<file path="config.mk">
export PLATFORM = sky130hd
export DESIGN_NAME = xtile_swizzled_span_splitter
export DESIGN_NICKNAME = d
export VERILOG_FILES = /design/src/design/xsss_pkg.sv /design/src/design/xtile_swizzled_span_splitter.sv
export SDC_FILE = /design/constraint.sdc
export NUM_CORES = 1
export LEC_CHECK = 0
export BUFFER_PORTS_ARGS = -buffer_cell sky130_fd_sc_hd__buf_2
export CORE_ASPECT_RATIO = 1.2
export CORE_MARGIN = 8
export CORE_UTILIZATION = 59
export DETAILED_ROUTE_END_ITERATION = 7
export GPL_ROUTABILITY_DRIVEN = 1
export PLACE_DENSITY_LB_ADDON = 0.3
export SLEW_MARGIN = 25
export SYNTH_ARGS = -nofsm -noshare
export SYNTH_HDL_FRONTEND = slang
export SYNTH_SLANG_ARGS = --single-unit
</file>
<file path="constraint.sdc">
create_clock -name clk -period 9 [get_ports clk]
set_input_delay 0 -clock clk [delete_from_list [all_inputs] [get_ports clk]]
set_output_delay 0 -clock clk [all_outputs]
set_load 0.02 [all_outputs]
</file>
<file path="src/design/xsss_pkg.sv">
// ----------------------------------------------------------------------------
// xsss_pkg
// Shared types and constants for the X-tiled span splitter: span and burst
// transaction layouts, configuration register indexes and swizzle codes.
// ----------------------------------------------------------------------------
package xsss_pkg;

    // Field widths fixed by the transaction layouts
    localparam int X_W      = 16;
    localparam int Y_W      = 16;
    localparam int PX_W     = 12;
    localparam int ADDR_W   = 32;
    localparam int OFF_W    = 34;
    localparam int BYTES_W  = 10;
    localparam int CFG_W    = 9;
    localparam int BPL2_W   = 2;
    localparam int PITCH_W  = 9;
    localparam int SWZ_W    = 2;
    localparam int IDX_W    = 2;

    // X-tile geometry: 512 bytes by 8 rows, 4096 bytes per tile
    localparam int TILE_ROW_LOG2  = 9;
    localparam int TILE_ROWS_LOG2 = 3;
    localparam int TILE_LOG2      = TILE_ROW_LOG2 + TILE_ROWS_LOG2;
    // tile-row index and in-tile row-base split of the offset
    localparam int ROWHI_W        = OFF_W - TILE_LOG2;
    localparam int YHI_W          = Y_W - TILE_ROWS_LOG2;

    // Burst sizes
    localparam logic [BYTES_W-1:0] BURST_SWZ   = 10'd64;
    localparam logic [BYTES_W-1:0] BURST_PLAIN = 10'd512;

    // At most this many bursts leave for one span
    localparam int RESULT_CAP = 33;
    localparam int CNT_W      = $clog2(RESULT_CAP);

    // Configuration register indexes
    localparam logic [IDX_W-1:0] CFG_BPP_LOG2 = 2'd0;
    localparam logic [IDX_W-1:0] CFG_PITCH    = 2'd1;
    localparam logic [IDX_W-1:0] CFG_SWIZZLE  = 2'd2;

    // Reset values
    localparam logic [BPL2_W-1:0]  BPL2_RST  = 2'd2;
    localparam logic [PITCH_W-1:0] PITCH_RST = 9'd1;

    // Swizzle kinds
    localparam logic [SWZ_W-1:0] SWZ_NONE    = 2'd0;
    localparam logic [SWZ_W-1:0] SWZ_BIT9    = 2'd1;
    localparam logic [SWZ_W-1:0] SWZ_BIT9_10 = 2'd2;
    localparam logic [SWZ_W-1:0] SWZ_BIT9_11 = 2'd3;

    // One destination row span
    typedef struct packed {
        logic [X_W-1:0]    start_x;
        logic [Y_W-1:0]    row_y;
        logic [PX_W-1:0]   span_pixels;
        logic [ADDR_W-1:0] source_row_address;
        logic              final_row;
    } span_t;

    // One write burst
    typedef struct packed {
        logic [OFF_W-1:0]   tiled_offset;
        logic [ADDR_W-1:0]  source_address;
        logic [BYTES_W-1:0] burst_bytes;
        logic               row_end;
        logic               copy_done;
        logic               span_clipped;
    } burst_t;

endpackage

</file>
<file path="src/design/xtile_swizzled_span_splitter.sv">
// ----------------------------------------------------------------------------
// xtile_swizzled_span_splitter
// Splits destination row spans into write bursts for an X-tiled surface,
// with bit-6 address swizzle on each burst offset.
// ----------------------------------------------------------------------------
// Usage:
//   span channel (span_valid / span_stall / span) takes one row span per
//   transaction. burst channel (burst_valid / burst_stall / burst) gives one
//   write burst per transaction: head burst up to the next group boundary,
//   full bursts of 64 bytes (swizzle on) or 512 bytes (swizzle off), then a
//   short tail. row_end marks the last burst of a span.
//   Configuration is written through cfg_we / cfg_index / cfg_data; the user must
//   write it only while no span is in flight, the block does not enforce this.
// Pipeline and throughput:
//   A span passes the input, setup/multiply, generator, burst and offset
//   registers in that order before its first burst is on the output; the
//   input register loads at the accept edge. The burst generator emits one
//   burst per cycle while the burst side does not stall; a span has 1 to 33
//   bursts, and the generator takes the next span as its last burst leaves.
//   The front stages take a new span every cycle while they have room.
// Reset clears all valid bits and loads the register defaults
// (4 bytes per pixel, pitch of one tile, no swizzle).
// A burst stall holds each occupied stage behind a full one; nothing is lost or
// repeated, and span_stall rises once the front stages are full.
// ----------------------------------------------------------------------------
module xtile_swizzled_span_splitter
    import xsss_pkg::*;
#(
    parameter int MAX_SPAN_BYTES  = 2048,
    parameter int MAX_PITCH_TILES = 256
)
(
    input  logic                 clk,
    input  logic                 rst_n,
    // span channel
    input  logic                 span_valid,
    output logic                 span_stall,
    input  span_t                span,
    // burst channel
    output logic                 burst_valid,
    input  logic                 burst_stall,
    output burst_t               burst,
    // configuration write port
    input  logic                 cfg_we,
    input  logic [IDX_W-1:0]     cfg_index,
    input  logic [CFG_W-1:0]     cfg_data
);

    localparam int LEFT_W = $clog2(MAX_SPAN_BYTES + 1);
    localparam int CMP_W  = (LEFT_W > PX_W) ? LEFT_W : PX_W;
    localparam int RM_W   = (LEFT_W > BYTES_W) ? LEFT_W : BYTES_W;
    localparam int COL_W  = X_W + 4;   // byte column incl. span length

    // ------------------------------------------------------------------
    // Configuration registers
    // ------------------------------------------------------------------
    logic [BPL2_W-1:0]  bpl2_reg;
    logic [PITCH_W-1:0] pitch_reg;
    logic [SWZ_W-1:0]   swz_reg;

    always_ff @(posedge clk or negedge rst_n)
    begin
        if (!rst_n)
        begin
            bpl2_reg  <= BPL2_RST;
            pitch_reg <= PITCH_RST;
            swz_reg   <= SWZ_NONE;
        end
        else if (cfg_we)
        begin
            unique case (cfg_index)
                CFG_BPP_LOG2: bpl2_reg  <= cfg_data[BPL2_W-1:0];
                CFG_PITCH:    pitch_reg <= cfg_data[PITCH_W-1:0];
                CFG_SWIZZLE:  swz_reg   <= cfg_data[SWZ_W-1:0];
                default:      ;
            endcase
        end
    end

    // ------------------------------------------------------------------
    // Stage handshake chain
    // ------------------------------------------------------------------
    logic a_valid_reg, b_valid_reg, g_valid_reg, d_valid_reg, e_valid_reg;
    logic a_ready, b_ready, g_ready, d_ready, e_ready;
    logic g_last;

    assign e_ready    = !e_valid_reg || !burst_stall;
    assign d_ready    = !d_valid_reg || e_ready;
    assign g_ready    = !g_valid_reg || (d_ready && g_last);
    assign b_ready    = !b_valid_reg || g_ready;
    assign a_ready    = !a_valid_reg || b_ready;
    assign span_stall = !a_ready;

    // ------------------------------------------------------------------
    // Stage A: input register
    // ------------------------------------------------------------------
    span_t a_span_reg;

    always_ff @(posedge clk or negedge rst_n)
    begin
        if (!rst_n)
            a_valid_reg <= 1'b0;
        else if (a_ready)
            a_valid_reg <= span_valid;
    end

    always_ff @(posedge clk)
    begin
        if (a_ready && span_valid)
            a_span_reg <= span;
    end

    // ------------------------------------------------------------------
    // Stage B: clip, byte counts, tile-row multiply
    // ------------------------------------------------------------------
    logic [LEFT_W-1:0]  limit;
    logic               clip;
    logic [LEFT_W-1:0]  px_c;
    logic [LEFT_W-1:0]  left_b;
    logic [PITCH_W-1:0] pitch_sat;

    logic [LEFT_W-1:0]  b_left_reg;
    logic [COL_W-1:0]   b_colb_reg;
    logic [ROWHI_W-1:0] b_rowhi_reg;
    logic [2:0]         b_ylo_reg;
    logic [ADDR_W-1:0]  b_src_reg;
    logic               b_final_reg;
    logic               b_clip_reg;

    always_comb
    begin
        limit  = LEFT_W'(MAX_SPAN_BYTES) >> bpl2_reg;
        clip   = CMP_W'(a_span_reg.span_pixels) > CMP_W'(limit);
        px_c   = clip ? limit : LEFT_W'(a_span_reg.span_pixels);
        left_b = px_c << bpl2_reg;
        if (int'(pitch_reg) > MAX_PITCH_TILES)
            pitch_sat = PITCH_W'(MAX_PITCH_TILES);
        else
            pitch_sat = pitch_reg;
    end

    always_ff @(posedge clk or negedge rst_n)
    begin
        if (!rst_n)
            b_valid_reg <= 1'b0;
        else if (b_ready)
            b_valid_reg <= a_valid_reg && (left_b != '0);   // empty spans drop here
    end

    always_ff @(posedge clk)
    begin
        if (b_ready && a_valid_reg)
        begin
            b_left_reg  <= left_b;
            b_colb_reg  <= COL_W'(a_span_reg.start_x) << bpl2_reg;
            b_rowhi_reg <= ROWHI_W'(a_span_reg.row_y[Y_W-1:TILE_ROWS_LOG2])
                         * ROWHI_W'(pitch_sat);
            b_ylo_reg   <= a_span_reg.row_y[TILE_ROWS_LOG2-1:0];
            b_src_reg   <= a_span_reg.source_row_address;
            b_final_reg <= a_span_reg.final_row;
            b_clip_reg  <= clip;
        end
    end

    // ------------------------------------------------------------------
    // Stage G: burst generator, while not stalled one burst per cycle
    // ------------------------------------------------------------------
    logic [LEFT_W-1:0]  g_left_reg;
    logic [COL_W-1:0]   g_colb_reg;
    logic [ROWHI_W-1:0] g_rowhi_reg;
    logic [2:0]         g_ylo_reg;
    logic [ADDR_W-1:0]  g_src_reg;
    logic               g_final_reg;
    logic               g_clip_reg;
    logic [CNT_W-1:0]   g_count_reg;

    logic [BYTES_W-1:0] full;
    logic [BYTES_W-1:0] grp_pos;
    logic [BYTES_W-1:0] room;
    logic               fits;
    logic [BYTES_W-1:0] g_bytes;

    always_comb
    begin
        full    = (swz_reg != SWZ_NONE) ? BURST_SWZ : BURST_PLAIN;
        grp_pos = BYTES_W'(g_colb_reg[TILE_ROW_LOG2-1:0]) & (full - 10'd1);
        room    = full - grp_pos;
        fits    = RM_W'(g_left_reg) <= RM_W'(room);
        g_bytes = fits ? BYTES_W'(g_left_reg) : room;
        g_last  = fits || (g_count_reg == CNT_W'(RESULT_CAP - 1));
    end

    always_ff @(posedge clk or negedge rst_n)
    begin
        if (!rst_n)
            g_valid_reg <= 1'b0;
        else if (g_ready)
            g_valid_reg <= b_valid_reg;
    end

    always_ff @(posedge clk)
    begin
        if (g_ready)
        begin
            if (b_valid_reg)
            begin
                g_left_reg  <= b_left_reg;
                g_colb_reg  <= b_colb_reg;
                g_rowhi_reg <= b_rowhi_reg;
                g_ylo_reg   <= b_ylo_reg;
                g_src_reg   <= b_src_reg;
                g_final_reg <= b_final_reg;
                g_clip_reg  <= b_clip_reg;
                g_count_reg <= '0;
            end
        end
        else if (g_valid_reg && d_ready)
        begin
            g_left_reg  <= g_left_reg - LEFT_W'(g_bytes);
            g_colb_reg  <= g_colb_reg + COL_W'(g_bytes);
            g_src_reg   <= g_src_reg + ADDR_W'(g_bytes);
            g_count_reg <= g_count_reg + CNT_W'(1);
        end
    end

    // ------------------------------------------------------------------
    // Stage D: burst register
    // ------------------------------------------------------------------
    logic [COL_W-1:0]   d_colb_reg;
    logic [ROWHI_W-1:0] d_rowhi_reg;
    logic [2:0]         d_ylo_reg;
    logic [ADDR_W-1:0]  d_src_reg;
    logic [BYTES_W-1:0] d_bytes_reg;
    logic               d_end_reg;
    logic               d_done_reg;
    logic               d_clip_reg;

    always_ff @(posedge clk or negedge rst_n)
    begin
        if (!rst_n)
            d_valid_reg <= 1'b0;
        else if (d_ready)
            d_valid_reg <= g_valid_reg;
    end

    always_ff @(posedge clk)
    begin
        if (d_ready && g_valid_reg)
        begin
            d_colb_reg  <= g_colb_reg;
            d_rowhi_reg <= g_rowhi_reg;
            d_ylo_reg   <= g_ylo_reg;
            d_src_reg   <= g_src_reg;
            d_bytes_reg <= g_bytes;
            d_end_reg   <= g_last;
            d_done_reg  <= g_last && g_final_reg;
            d_clip_reg  <= g_clip_reg;
        end
    end

    // ------------------------------------------------------------------
    // Stage E: tiled offset, swizzle, output register
    // ------------------------------------------------------------------
    logic [ROWHI_W-1:0] tile_hi;
    logic [OFF_W-1:0]   off_lin;
    logic               swz_bit;
    logic [OFF_W-1:0]   off_swz;
    burst_t             e_burst_reg;

    always_comb
    begin
        tile_hi = d_rowhi_reg + ROWHI_W'(d_colb_reg[COL_W-1:TILE_ROW_LOG2]);
        off_lin = {tile_hi, d_ylo_reg, d_colb_reg[TILE_ROW_LOG2-1:0]};
        unique case (swz_reg)
            SWZ_BIT9:    swz_bit = off_lin[9];
            SWZ_BIT9_10: swz_bit = off_lin[9] ^ off_lin[10];
            SWZ_BIT9_11: swz_bit = off_lin[9] ^ off_lin[11];
            default:     swz_bit = 1'b0;
        endcase
        off_swz    = off_lin;
        off_swz[6] = off_lin[6] ^ swz_bit;
    end

    always_ff @(posedge clk or negedge rst_n)
    begin
        if (!rst_n)
            e_valid_reg <= 1'b0;
        else if (e_ready)
            e_valid_reg <= d_valid_reg;
    end

    always_ff @(posedge clk)
    begin
        if (e_ready && d_valid_reg)
        begin
            e_burst_reg.tiled_offset   <= off_swz;
            e_burst_reg.source_address <= d_src_reg;
            e_burst_reg.burst_bytes    <= d_bytes_reg;
            e_burst_reg.row_end        <= d_end_reg;
            e_burst_reg.copy_done      <= d_done_reg;
            e_burst_reg.span_clipped   <= d_clip_reg;
        end
    end

    assign burst_valid = e_valid_reg;
    assign burst       = e_burst_reg;

    // ------------------------------------------------------------------
    // Assertions
    // ------------------------------------------------------------------
    // generator never runs past the burst cap
    a_cap: assert property (@(posedge clk) disable iff (!rst_n)
        g_valid_reg |-> (g_count_reg <= CNT_W'(RESULT_CAP - 1)))
        else $error("burst count past cap");

    // a span in the generator always has bytes left
    a_left: assert property (@(posedge clk) disable iff (!rst_n)
        g_valid_reg |-> (g_left_reg != '0))
        else $error("generator holds an empty span");

    // a non-final burst ends exactly on a group boundary
    a_mid: assert property (@(posedge clk) disable iff (!rst_n)
        (d_valid_reg && !d_end_reg) |->
            (((d_colb_reg[TILE_ROW_LOG2-1:0] + TILE_ROW_LOG2'(d_bytes_reg))
              & TILE_ROW_LOG2'(full - 10'd1)) == '0))
        else $error("mid-span burst ends off a group boundary");

    // copy_done only on a row-ending burst
    a_done: assert property (@(posedge clk) disable iff (!rst_n)
        (burst_valid && burst.copy_done) |-> burst.row_end)
        else $error("copy_done without row_end");

    // emitted bursts are non-empty and never longer than one full burst
    a_size: assert property (@(posedge clk) disable iff (!rst_n)
        burst_valid |-> (burst.burst_bytes != '0) && (burst.burst_bytes <= full))
        else $error("burst length out of range");

endmodule
</file>
==> run summary <==
Port bufs = 173
Synthesized flop and latch total = 451
Max stage delay on crit path = 0.51 ns
Xor-xnor portion of the synthesized cell area = 0.03692
Total GRT Usage = 0.2013
TritonCTS clock tree = yes
Hold buffer count at cts = 97
Core area = 37570 um2
Post-synthesis adder-cell area fraction = 0.1297
Horiz. Die Dim = 193.5 um
H-Tree Depth = 2
Largest register FFs = 79
Worst skew pair latency = 0.57 ns
Worst Hold Class = in -> reg
Number of buffers created by CTS = 45
Drt via density = 5.485
Bufs on Longest Clock Path = 3
Starting Density = 0.5935
Die area = 44300 um2
Post-CTS Setup Bufs = 0
Crit path buf inv count = 2
CP Data Arrival Time = 6.42 ns
First-pass GRT wire length = 72400 um
Post-layout util = 0.6981
Antenna viol nets, final = 0
WL final = 43980 um
CP Launch Type = flip-flop
Final Hold Viols = 0
DRC marker count from the first detailed-route iteration = 948
Worst-Margin Slew = 1.020 ns
Leakage power = 10.27 nW
Number of clock sinks = 451
Ports = 174
Nets = 2207
Area Growth Syn to Fin = 17.62%
Crit. End Element = flip-flop
Vias = 13420
DP Worst Slack = 2.994 ns
CP Max Fanout = 16
Multiplexer area fraction after synthesis = 0.03226
Final setup margin = 2.858 ns
Finished Layout Cells = 2447
Final setup TNS = 0 ns
Pin count of the biggest net entering global routing = 78
Family with the most delay on the worst path = simple AND/OR/NAND/NOR gates
Top FF cell, synth = edfxtp_1
FP Rows = 78
Mapped Cells = 1651
Critical path type = reg -> reg
Compound-Gate Fraction of Synth Area = 0.06553
GPL Wtd Cong = 0.8687
DP Wirelength = 30310 um
Drt wl/cell = 17.97 um
Vias in the first global route = 13960
Initial antenna violation count = 0
Status = finished, final reports clean
Yosys warning total = 0
Asr flop ratio synth = 0.03991
Largest family of logic cells by synthesized area = adder cells
Net count after synthesis = 1926
Max_slew headroom = 0.3200
GRT overflow = 0
Busiest grt layer = met2
Slowest CP cell = or4_1
Post-synthesis sequential area ratio = 0.6033
Critical Path RT = 9.28 ns
Post-synth EDFFs = 433
VDD IR-drop max = 194.7 uV
Reg clk slew, reported paths = 0.06 ns
F_max = 162.8 MHz
Antenna diodes = 0
Setup Skew = 0.01381 ns
DP Cell Count = 2267
Crit-path cells = nor3_1 > nand2b_1 > nor3_1 > nand2_1 > xnor2_1 > nor3_1 > inv_1 > ha_1 > nand4_1 > or4_1 > o21bai_4 > a31oi_4 > nand2_1 > o21ai_0 > ha_1 > inv_1 > fa_1 > nand2b_1 > a21oi_1 > o2111ai_1 > nand2_1 > and4_1 > xnor2_1 > o21ai_0
Period utilization = 0.6824
Avg Inst Size Synth = 13.51 um2
Period minus WS final = 6.142 ns
Die Height = 229.0 um
RSZ-0062 raised after global routing = no
Met2 Usage GRT = 0.3421
Fin. max-slew vios = 0
Synth Area in Simple Gates = 0.09493
Met3 Use GR = 0.04430
Pwr dens = 345.7 nW/um2
Drt pass-1 iters = 5
Mapped cell area = 22300 um2
Resized Gates After CTS = 0
Remaining DRCs = 0
Maxcap violations = 0
Final setup violation count = 0
Clk Tree Root Cell = clkbuf_16
GRT met1 Usage = 0.2592
Post-synthesis cell type count = 65
Share of layout cells above drive strength 1 = 0.1617
==> area by class of cell <==
class,instances,area [um2]
flip-flops and latches,451,13460
fillers,2477,11340
multi-input cells,993,8040
repair buffers,281,1932
clock buffers,54,1201
inverters,160,600.6
well taps,480,600.6
clock inverters,28,399.1
==> path summary, 6_finish.rpt <==
check	from	end	slack, ns	depth (start not counted)
max in group asynchronous	rst_n	bpl2_reg[0]	7.18	4
worst max-delay path	g_colb_reg[2]	g_src_reg[16]	2.86	24
worst min-delay path	span[19]	a_span_reg[19]	0.13	2
worst min register to register	b_rowhi_reg[16]	g_rowhi_reg[16]	0.42	0
worst max register to register	g_colb_reg[2]	g_src_reg[16]	2.86	24
min in group asynchronous	rst_n	bpl2_reg[1]	0.51	3
==> where the power goes <==
| group | internal [mW] | switching (mW) | total [mW] | leakage (nW) |
|---|---|---|---|---|
| Sequential | 3.09 | 0.299 | 3.39 | 4.30 |
| Clock | 1.22 | 0.790 | 2.01 | 0.774 |
| Combinational | 1.56 | 2.12 | 3.67 | 5.19 |
==> kinds of logic after synthesis <==
group,Yosys count
flip-flops,451
multiplexers,48
AO/OA/AOI/OAI,229
buffers and inverters,207
adder cells (fa/ha/maj),182
AND/OR/NAND/NOR,440
XOR/XNOR,94
==> routing by layer <==
layer | vias up | part of all wire | wire, um
met3 | 70 | 0.060 | 2644
met5 | - | 0 | 0
met1 | 6531 | 0.43 | 18850
met2 | 405 | 0.49 | 21610
met4 | 0 | 0.020 | 880
li1 | 6417 | - | -
==> stage by stage <==
step | total power [mW] | hold WS, ns | instance area [um2]
global route | 9.738 | 0.1099 | 26230
finish | 9.068 | 0.1335 | 26230
detailed placement | 7.040 | -0.02228 | 23640
floorplan | 6.165 | -0.2956 | 22300
CTS | 9.124 | 0.1011 | 26210
global placement | 6.896 | -0.02339 | 23640
==> layout by cell type, fill, tap and decap left out, types with 5 or more instances in the layout <==
cell type      netlist  layout
nand2_1            183     183
mux2_2              21      21
a31oi_1              6       6
o21ai_0             56      56
clkbuf_1            29       6
and3_1              10      10
xor2_1              39      39
o22ai_1              5       5
clkbuf_16            0      46
mux4_2              17      17
mux2i_1             10      10
a21o_1              12      12
nand4_1              5       5
dlygate4sd3_1        0      97
a21oi_1             42      42
fa_1                82      82
ha_1               100     100
edfxtp_1           433     433
or3_1                9       9
dfrtp_1             16      15
o21bai_1             6       6
nand3_1             32      32
nor3_1              17      17
nand2b_1            18      18
clkinv_2             0       8
o21ai_1             36      36
a211oi_1            16      16
bufinv_16            0       9
xnor2_1             55      55
buf_4                2      10
buf_2                2     173
nand3b_1             6       6
and2_1              55      52
nor2b_1             28      28
nor2_1              59      58
o21a_1              10      10
inv_1              160     160
==> worst reg2reg max path, cell delays in order (launching register included) <==
cell       delay [ns]
edfxtp_1         0.49
nor3_1           0.28
nand2b_1         0.13
nor3_1           0.21
nand2_1          0.10
xnor2_1          0.13
nor3_1           0.24
inv_1            0.08
ha_1             0.30
nand4_1          0.08
or4_1            0.51
o21bai_4         0.21
a31oi_4          0.50
nand2_1          0.11
o21ai_0          0.21
ha_1             0.28
inv_1            0.06
fa_1             0.39
nand2b_1         0.18
a21oi_1          0.28
o2111ai_1        0.19
nand2_1          0.38
and4_1           0.28
xnor2_1          0.13
o21ai_0          0.12
==> cell usage after synthesis (8+ instances only) <==
cell type | count | area share
o21ai_1 | 36 | 0.0081
mux4_2 | 17 | 0.017
and2_1 | 55 | 0.015
o21ai_0 | 56 | 0.013
ha_1 | 100 | 0.056
and3_1 | 10 | 0.0028
xnor2_1 | 55 | 0.022
mux2_2 | 21 | 0.011
nand2b_1 | 18 | 0.0050
nand2_1 | 183 | 0.031
nand3_1 | 32 | 0.0072
edfxtp_1 | 433 | 0.58
fa_1 | 82 | 0.074
o21a_1 | 10 | 0.0034
clkbuf_1 | 29 | 0.0049
dfrtp_1 | 16 | 0.018
nor2b_1 | 28 | 0.0079
buf_1 | 8 | 0.0013
nor3_1 | 17 | 0.0038
xor2_1 | 39 | 0.015
inv_1 | 160 | 0.027
or3_1 | 9 | 0.0025
mux2i_1 | 10 | 0.0045
a21oi_1 | 42 | 0.0094
nor2_1 | 59 | 0.0099
a211oi_1 | 16 | 0.0054
a21o_1 | 12 | 0.0040
(Power assumes the default switching activity.)
